**src/hw/rtl/sfa_pkg.sv**
```systemverilog
`default_nettype none
// ----------------------------------------------------------------------------
// sfa_pkg
// Shared types, constants and helpers of the frame stack allocator.
// ----------------------------------------------------------------------------
package sfa_pkg;

   localparam int FIELD_W              = 17;
   localparam int FIELD_LIMIT          = 65536;
   localparam int MAX_STACK_BYTES_DEF  = 65536;
   localparam int ALIGN_BYTES          = 16;
   localparam int ALIGN_SHIFT          = $clog2(ALIGN_BYTES);
   localparam int HEADER_RAW_BYTES     = 8;
   localparam int HEADER_BYTES         =
      ((HEADER_RAW_BYTES + ALIGN_BYTES - 1) / ALIGN_BYTES) * ALIGN_BYTES;

   localparam logic CMD_ALLOC = 1'b0;
   localparam logic CMD_FREE  = 1'b1;

   typedef struct packed {
      logic               cmd;
      logic [FIELD_W-1:0] req_size;
      logic [FIELD_W-1:0] free_offset;
   } req_type;

   typedef struct packed {
      logic               ok;
      logic [FIELD_W-1:0] payload_offset;
      logic [FIELD_W-1:0] top_offset;
   } rsp_type;

   typedef struct packed {
      logic load;
      logic alloc;
      logic finish_free;
      logic hole_rd;
      logic hole_wr;
      logic walk_rd;
      logic walk_step;
   } ctl_cmd_type;

   typedef struct packed {
      logic is_alloc;
      logic free_valid;
      logic free_is_top;
      logic walk_done;
   } ctl_status_type;

   function automatic logic [FIELD_W-1:0] align_down(input logic [FIELD_W-1:0] pos);
      return pos & ~FIELD_W'(ALIGN_BYTES - 1);
   endfunction

endpackage
`default_nettype wire

```
**src/hw/rtl/sfa_ctrl.sv**
```systemverilog
`default_nettype none
// ----------------------------------------------------------------------------
// sfa_ctrl
// Sequencer of the allocator: decodes a word, steps the hole walk and
// issues the result strobe.
// ----------------------------------------------------------------------------
module sfa_ctrl
   import sfa_pkg::*;
(
   input  wire logic           clock,
   input  wire logic           reset,
   input  wire logic           start,
   input  wire ctl_status_type status,
   output ctl_cmd_type         cmd,
   output logic                busy,
   output logic                rsp_valid
);

   typedef enum logic [1:0] {
      ST_IDLE,
      ST_EXEC,
      ST_MARK,
      ST_WALK
   } state_type;

   state_type state_ff, state_in;
   logic      busy_ff;
   logic      rsp_valid_ff, rsp_valid_in;

   always_comb begin
      cmd          = '0;
      state_in     = state_ff;
      rsp_valid_in = 1'b0;
      unique case (state_ff)
         ST_IDLE: begin
            if (start) begin
               cmd.load = 1'b1;
               state_in = ST_EXEC;
            end
         end
         ST_EXEC: begin
            priority if (status.is_alloc) begin
               cmd.alloc    = 1'b1;
               rsp_valid_in = 1'b1;
               state_in     = ST_IDLE;
            end else if (!status.free_valid) begin
               cmd.finish_free = 1'b1;
               rsp_valid_in    = 1'b1;
               state_in        = ST_IDLE;
            end else if (!status.free_is_top) begin
               cmd.hole_rd = 1'b1;
               state_in    = ST_MARK;
            end else begin
               cmd.walk_rd = 1'b1;
               state_in    = ST_WALK;
            end
         end
         ST_MARK: begin
            cmd.hole_wr     = 1'b1;
            cmd.finish_free = 1'b1;
            rsp_valid_in    = 1'b1;
            state_in        = ST_IDLE;
         end
         ST_WALK: begin
            cmd.walk_step = 1'b1;
            if (status.walk_done) begin
               rsp_valid_in = 1'b1;
               state_in     = ST_IDLE;
            end
         end
         default: state_in = ST_IDLE;
      endcase
   end

   always_ff @(posedge clock) begin
      if (reset) begin
         state_ff     <= ST_IDLE;
         busy_ff      <= 1'b0;
         rsp_valid_ff <= 1'b0;
      end else begin
         state_ff     <= state_in;
         busy_ff      <= (state_in != ST_IDLE);
         rsp_valid_ff <= rsp_valid_in;
      end
   end

   assign busy      = busy_ff;
   assign rsp_valid = rsp_valid_ff;

   a_busy_tracks_state: assert property (@(posedge clock) disable iff (reset)
      busy == (state_ff != ST_IDLE))
      else $error("busy does not match controller state");

   a_rsp_single: assert property (@(posedge clock) disable iff (reset)
      rsp_valid |=> !rsp_valid)
      else $error("result strobe lasted more than one cycle");

   a_start_taken: assert property (@(posedge clock) disable iff (reset)
      (start && !busy) |=> (busy && !rsp_valid))
      else $error("accepted word did not make the block busy");

   a_rsp_when_idle: assert property (@(posedge clock) disable iff (reset)
      rsp_valid |-> !busy)
      else $error("result strobe while busy");

endmodule
`default_nettype wire

```
**config.mk**
```make
export PLATFORM = sky130hd
export DESIGN_NAME = sfa_ctrl
export DESIGN_NICKNAME = d
export VERILOG_FILES = /design/src/hw/rtl/sfa_pkg.sv /design/src/hw/rtl/sfa_ctrl.sv
export SDC_FILE = /design/constraint.sdc
export NUM_CORES = 1
export LEC_CHECK = 0
export ABC_AREA = 1
export BUFFER_PORTS_ARGS = -buffer_cell sky130_fd_sc_hd__clkbuf_2
export CORE_AREA = 2 2 39 41
export DETAILED_ROUTE_END_ITERATION = 6
export DIE_AREA = 0 0 41 43
export GPL_ROUTABILITY_DRIVEN = 0
export SYNTH_ARGS = -nofsm -noshare
export SYNTH_HDL_FRONTEND = slang
export SYNTH_SLANG_ARGS = --single-unit
```
**constraint.sdc**
```tcl
create_clock -name clock -period 1.7 [get_ports clock]
set_clock_uncertainty 0.2 [all_clocks]
set_input_delay 0.17 -clock clock [delete_from_list [all_inputs] [get_ports clock]]
set_output_delay 0.17 -clock clock [all_outputs]
set_load 0.01 [all_outputs]
```
==> results of run 1 <==
==> power groups by stage <==
stage,registers [W],clock network (W),logic [W]
finish,0.000110,0.000111,0.0000850
global route,0.000111,0.000123,0.0000974
floorplan,0.000110,0,0.0000522
global placement,0.000108,0,0.0000827
detailed placement,0.000109,0,0.0000822
CTS,0.000108,0.000119,0.0000830
==> sequential cells by signal (all words and copies together), names as in the netlist <==
name       flops
state_ff       2
rsp_valid      1
busy           1
==> timing repair <==
action	4_1_cts	5_1_grt
hold buffers	0	0
resized for setup	3	3
endpoints found under the setup margin	1	1
==> layer usage <==
layer / vias to the layer above / GRT usage [%] / wire, microns / part of all wire (%)
met3: 0 / 3.14 / 39 / 5.7
met1: 144 / 10.6 / 307 / 45
met4: 0 / 2.00 / 0 / 0
met2: 9 / 13.4 / 341 / 50
met5: - / 0 / 0 / 0
li1: 182 / - / - / -
==> Yosys cell counts <==
library cell / n / area (sq um)
sky130_fd_sc_hd__a21oi_1: 4 / 20.0
sky130_fd_sc_hd__nor2_1: 4 / 15.0
sky130_fd_sc_hd__ha_1: 6 / 75.1
sky130_fd_sc_hd__dfxtp_1: 4 / 80.1
sky130_fd_sc_hd__nor2_4: 1 / 11.3
sky130_fd_sc_hd__nor3_1: 1 / 5.00
sky130_fd_sc_hd__nand2_2: 4 / 25.0
sky130_fd_sc_hd__inv_1: 11 / 41.3
sky130_fd_sc_hd__nand3_1: 2 / 10.0
sky130_fd_sc_hd__clkinv_1: 1 / 3.75
sky130_fd_sc_hd__o21a_1: 1 / 7.51
sky130_fd_sc_hd__nand2_1: 6 / 22.5
sky130_fd_sc_hd__inv_2: 2 / 7.51
sky130_fd_sc_hd__nor3_2: 1 / 10.0
sky130_fd_sc_hd__nand3_2: 1 / 10.0
==> path summary, 6_finish.rpt <==
check	endpoint	slack [ps]	cells after the start
worst min register to register	state_ff[1]	460	4
worst max register to register	busy	300	6
worst max-delay path	cmd[4]	70	4
worst min-delay path	state_ff[0]	10	4
==> cells by family (layout without fill, tap and decap cells) <==
group	Yosys count	count (layout)	share of synthesized area [%]
simple gates	20	20	31.6
flops	4	4	23.3
compound gates	5	5	8.00
buf+inv	14	32	15.3
fa+ha+maj	6	6	21.8
==> worst min-delay path: stages <==
cell,delay [ps]
sky130_fd_sc_hd__clkbuf_2,90
sky130_fd_sc_hd__a21oi_1,40
sky130_fd_sc_hd__nand2_2,60
sky130_fd_sc_hd__inv_1,30
==> metrics by stage <==
stage | cell area (sq um) | hold WS (ps)
6_report | 482 | 12.3
5_1_grt | 482 | 47.3
4_1_cts | 464 | 9.41
3_5_place_dp | 439 | 261
3_3_place_gp | 439 | 259
2_1_floorplan | 344 | 132
==> area by class of cell <==
type	instances	area (sq um)
fillers	162	902
multi-input cells	31	229
flip-flops and latches	4	82.6
repair buffers	15	75.1
inverters	14	52.6
clock buffers	3	22.5
well taps	16	20.0
==> Implementation_results.wiki, run 1 <==
{| class="wikitable"
! Metric !! Value
|-
| Net switching fraction of the power || ~29%
|-
| Slowest stage cell on the critical path || sky130_fd_sc_hd__dfxtp_2
|-
| Root buffer cell || sky130_fd_sc_hd__clkbuf_4
|-
| Critical path launch point type || flip-flop
|-
| Initial Utilization || 24.9%
|-
| Drt first pass iters || 1
|-
| Cell area power density || 635 nW/um^2
|-
| Slack of the critical path || 75.0 ps
|-
| # diodes || 0
|-
| Sum of buffers and inverters on the critical path || 2
|-
| Number of unique standard cell types used by synthesis || 15
|-
| Portion of the post-synthesis area used by sequential elements || 23.3%
|-
| Number of antenna-violating nets in the routed design || 0
|-
| Required arrival time at the worst endpoint || 1330 ps
|-
| Maximum level of the CTS H-tree || 1
|-
| Routed WL per cell || 8.29 microns
|-
| Proportion of power drawn by flip-flops and latches || 35.8%
|-
| Synthesized net count || 62
|-
| Area growth from synthesis to layout || 40.0%
|-
| Syn Inst Count || 49
|-
| Number of global-route vias before repair || about 290
|-
| Count of final setup violators || 0
|-
| Number of endpoints with negative hold slack in the final report || 0
|-
| Total CTS buffers || 3
|-
| Highest cell delay on the worst timing path || 390 ps
|-
| Maximum clock rate || just over 0.6 GHz
|-
| Routed vias || 335
|-
| Synth Warn # || 0
|-
| GRT Total Usage || 8.53%
|-
| Reg clk slew, reported paths || 40 ps
|-
| Clock Power Share || 36.4%
|-
| Result of the run || finished clean
|-
| Setup TNS || 0 ps
|-
| Die Outline Area || 1760 sq um
|-
| Synthesized area || about 340 sq um
|-
| Kind of critical path || flip-flop to output pin
|-
| Row cnt || 14
|-
| Worst setup EP type || output pin
|-
| DP Worst Slack || 201 ps
|-
| Source of the worst register-to-register timing path || state_ff[0]
|-
| Slew HR || around nine tenths
|-
| Combinational power share || 27.8%
|-
| Clk buf depth || 2
|-
| Placeable core region || 1380 sq um
|-
| Number of antenna violations at the first check in global routing || 0
|-
| Net Switching || 0.0000895 W
|-
| Most frequent standard cell in the layout excluding fill and tap cells || sky130_fd_sc_hd__clkbuf_2
|-
| Via density per instance || 4.04
|-
| Leakage dissipation || about 0.29 nW
|-
| Crit path DAT || roughly 1300 ps
|-
| I/O Buffers || 15
|-
| Final Util || 34.8%
|-
| Overall die height || roughly 43 microns
|-
| Critical path origin || state_ff[0]
|-
| Clk sinks || 4
|-
| Clock insertion delay at the later pin of the skew report || 230 ps
|-
| Number of nets in the layout || 82
|-
| Half-perimeter wire length after detailed placement || 593 microns
|-
| Wire length of the first global-routing pass || 1.05 mm
|-
| Final slew viol count || 0
|-
| Ordered list of cells on the worst path || inv_1 -> ha_1 -> o21a_1 -> clkbuf_2
|-
| Largest net degree at the start of global routing || 7
|-
| Post-CTS setup buffers || 0
|-
| Max-cap violation count || 0
|-
| Global-route congestion overflow total || 0
|-
| Setup repair after global routing missed its margin || false
|-
| DRC violations left || 0
|-
| Slew @ Worst Pin || 141 ps
|-
| Detailed Route WL || 688 microns
|-
| Post-synthesis sequential element count || 4
|-
| Chip Width || 41 microns
|-
| Layout Cells excl Fill || 83
|-
| Tightest Hold Check Type || input pin to flip-flop
|-
| Startpoint of the lowest-slack hold path || reset
|-
| Biggest fanout along the worst timing path || 6
|-
| Overall power || 0.000306 W
|-
| Part of the cycle the worst path needs || 95.6%
|-
| Peak supply drop || 252 uV
|-
| Io pins || 16
|-
| Number of DRC violations after detailed-routing iteration 0 || 0
|-
| Top library cells by usage in the layout, fill and taps aside || sky130_fd_sc_hd__clkbuf_2 (15), sky130_fd_sc_hd__inv_1 (10), sky130_fd_sc_hd__nand2_1 (6)
|-
| Minimum period implied by the final worst setup slack || 1630 ps
|-
| Number of placed instances with taps included || 80
|-
| CP delay by family, top || flip-flops
|-
| Synth Area per Inst || roughly 7.0 sq um
|-
| Clock tree from TritonCTS || done
|-
| Proportion of layout cells with a drive suffix above 1 || ~48%
|-
| Internal power component || approximately 0.00022 W
|}
No activity file was read; power rests on OpenSTA's default activity.
==> run 2: changes to the inputs <==
Settings changed: PLACE_DENSITY set to 0.53.
==> run 2 against run 1 <==
First-iteration DRC count up 2. Clock power up 14%. Combinational power up 2%. Routed wire length up 6.8%. Die area unchanged. Sequential share of layout area up 0.072 points. Final cell count up 1.2%. Highest routed layer is now met4. Largest cell class unchanged. Worst hold slack better by 34 ps. Critical path type unchanged. Via count up 0.90%.
==> Implementation_results.wiki, run 2 (synthesis results as in run 1) <==
{| class="wikitable"
! Metric !! Value
|-
| Wire length of the first global-routing pass || 1.08 mm (+2.7%)
|-
| Area growth from synthesis to layout || 43.6%
|-
| Worst setup slack for register-to-register paths || 290 ps (about the same)
|-
| Leakage dissipation || 0.291 nW (+1.6%)
|-
| Number of nets in the layout || 83 (+1.2%)
|-
| Clock insertion delay at the later pin of the skew report || 250 ps (+20 ps)
|-
| GRT Total Usage || 9.62% (+1.1 points)
|-
| Clock tree from TritonCTS || done
|-
| Cell area power density || 653 nW/um^2 (+2.9%)
|-
| Final Util || 35.7% (+0.90 points)
|-
| Worst flop-to-flop path endpoint || busy
|-
| Clk sinks || 4 (unchanged)
|-
| Number of antenna violations at the first check in global routing || 0 (unchanged)
|-
| Routed WL per cell || 8.75 microns (+5.6%)
|-
| Slew @ Worst Pin || 144 ps (+2.77 ps)
|-
| Number of DRC violations after detailed-routing iteration 0 || 2 (+2)
|-
| Count of final setup violators || 0 (unchanged)
|-
| Critical path origin || state_ff[0]
|-
| Max-cap violation count || 0 (unchanged)
|-
| Kind of critical path || flip-flop to output pin
|-
| Via density per instance || 4.02 (-0.31%)
|-
| Drt first pass iters || 2 (+1)
|-
| Peak supply drop || 296 uV (+17%)
|-
| Source of the worst register-to-register timing path || state_ff[0]
|-
| Last element of the critical path || cmd[4]
|-
| Post-CTS setup buffers || 0 (unchanged)
|-
| Fill count || 148 (-8.6%)
|-
| Top library cells by usage in the layout, fill and taps aside || sky130_fd_sc_hd__clkbuf_2 (15), sky130_fd_sc_hd__inv_1 (10), sky130_fd_sc_hd__nand2_1 (6)
|-
| Number of flip-flops in the largest register || 2 (unchanged)
|-
| Clk buf depth || 2 (unchanged)
|-
| Slew HR || 90.4% (-0.13 points)
|-
| # diodes || 0 (unchanged)
|-
| Overall die height || 43 microns (unchanged)
|-
| Result of the run || finished clean
|-
| Final slew viol count || 0 (unchanged)
|-
| Number of cells traversed by the worst register-to-register path || 7 (+1)
|-
| Worst setup EP type || output pin
|-
| Crit path DAT || 1250 ps (about the same)
|-
| Number of endpoints with negative hold slack in the final report || 0 (unchanged)
|-
| Most frequent standard cell in the layout excluding fill and tap cells || sky130_fd_sc_hd__clkbuf_2
|-
| Reg clk slew, reported paths || 50 ps (about the same)
|-
| Root buffer cell || sky130_fd_sc_hd__clkbuf_4
|-
| Routed vias || 338 (+0.90%)
|-
| Required arrival time at the worst endpoint || 1330 ps (about the same)
|-
| Maximum clock rate || 0.616 GHz (+0.12%)
|-
| Proportion of layout cells with a drive suffix above 1 || 47.1% (-0.70 points)
|-
| Die Outline Area || 1760 sq um (unchanged)
|-
| Setup repair after global routing missed its margin || false
|-
| Biggest fanout along the worst timing path || 6 (unchanged)
|-
| DRC violations left || 0 (unchanged)
|-
| Chip Width || 41 microns (unchanged)
|-
| Initial Utilization || 24.9% (unchanged)
|-
| Minimum period implied by the final worst setup slack || 1620 ps (-2.00 ps)
|-
| Slack of the critical path || 77.0 ps (+2.00 ps)
|-
| Half-perimeter wire length after detailed placement || 618 microns (+4.2%)
|-
| Register name with the most flops || state_ff
|-
| Tightest Hold Check Type || input pin to flip-flop
|-
| Area used by sequential logic in the layout || 85.1 sq um (+3.0%)
|-
| Total CTS buffers || 3 (unchanged)
|-
| Io pins || 16 (unchanged)
|-
| Global-route congestion overflow total || 0 (unchanged)
|-
| Setup TNS || 0 ps (unchanged)
|-
| Critical path launch point type || flip-flop
|-
| Detailed Route WL || 735 microns (+6.8%)
|-
| DP Worst Slack || 186 ps (-14.8 ps)
|-
| Part of the cycle the worst path needs || 95.5% (-0.12 points)
|-
| Placeable core region || 1380 sq um (unchanged)
|-
| Area of the multi-input gates || 229 sq um (unchanged)
|-
| Number of global-route vias before repair || 290 (+0.69%)
|-
| I/O Buffers || 15 (unchanged)
|-
| Maximum level of the CTS H-tree || 1 (unchanged)
|-
| Number of antenna-violating nets in the routed design || 0 (unchanged)
|-
| Row cnt || 14 (unchanged)
|-
| Largest net degree at the start of global routing || 7 (unchanged)
|}
-- run 2: cell count changes in the layout (fill, tap and decap cells not counted), sizes merged --
cell | before | now
dlygate4sd3 | 0 | 1
-- run 2: repair_timing --
item / 4_1_cts / 5_1_grt
endpoints found under the hold margin: 1 / 0
gates cloned: 0 / 0
hold buffers: 1 / 0
resized for setup: 4 / 3
setup endpoints to repair: 1 / 1
-- run 2: stage by stage --
step	cells	cell area [sq um]	hold slack, ps	total power [W]
3_5_place_dp	80	439	264	0.000192
3_3_place_gp	80	439	267	0.000191
2_1_floorplan	49	344	132	0.000162
4_1_cts	84	477	38.7	0.000325
6_report	84	494	46.4	0.000323
5_1_grt	84	494	41.0	0.000342
-- run 2: layout make-up --
| cell class | count | area share [%] |
|---|---|---|
| Multi-Input combinational cell | 31 | 46.3 |
| Tap cell | 16 | 4.05 |
| Inverter | 14 | 10.6 |
| Timing Repair Buffer | 16 | 17.2 |
| Clock buffer | 3 | 4.56 |
| Sequential cell | 4 | 17.2 |
-- run 2: routing by layer --
metal / track usage [%] / vias to the layer above / wire length, microns
met5: 0 / - / 0
met4: 10.0 / 0 / 18
met3: 1.57 / 2 / 28
met2: 15.0 / 9 / 373
met1: 9.58 / 141 / 314
li1: - / 186 / -
-- run 2: worst min path at each step --
stage | startpoint | end | slack (ps) | cells past startpoint
CTS | status[0] | rsp_valid | 40 | 3
floorplan | reset | state_ff[0] | 130 | 3
finish | status[0] | rsp_valid | 50 | 3
detailed placement | reset | state_ff[0] | 260 | 4
global route | status[0] | rsp_valid | 40 | 3
global placement | reset | state_ff[0] | 270 | 4
-- run 2: worst max-delay path: stages, from the launching register on --
cell	delay [ps]
sky130_fd_sc_hd__dfxtp_4	380
sky130_fd_sc_hd__inv_1	80
sky130_fd_sc_hd__ha_1	240
sky130_fd_sc_hd__o21a_1	190
sky130_fd_sc_hd__clkbuf_2	120
-- run 2: report_power, final --
part           internal (W)  leakage, nW  switching, W
Sequential         0.000102       0.0339    0.00000748
Clock             0.0000795       0.0138     0.0000467
Combinational     0.0000368        0.243     0.0000502
Total              0.000219        0.291      0.000104
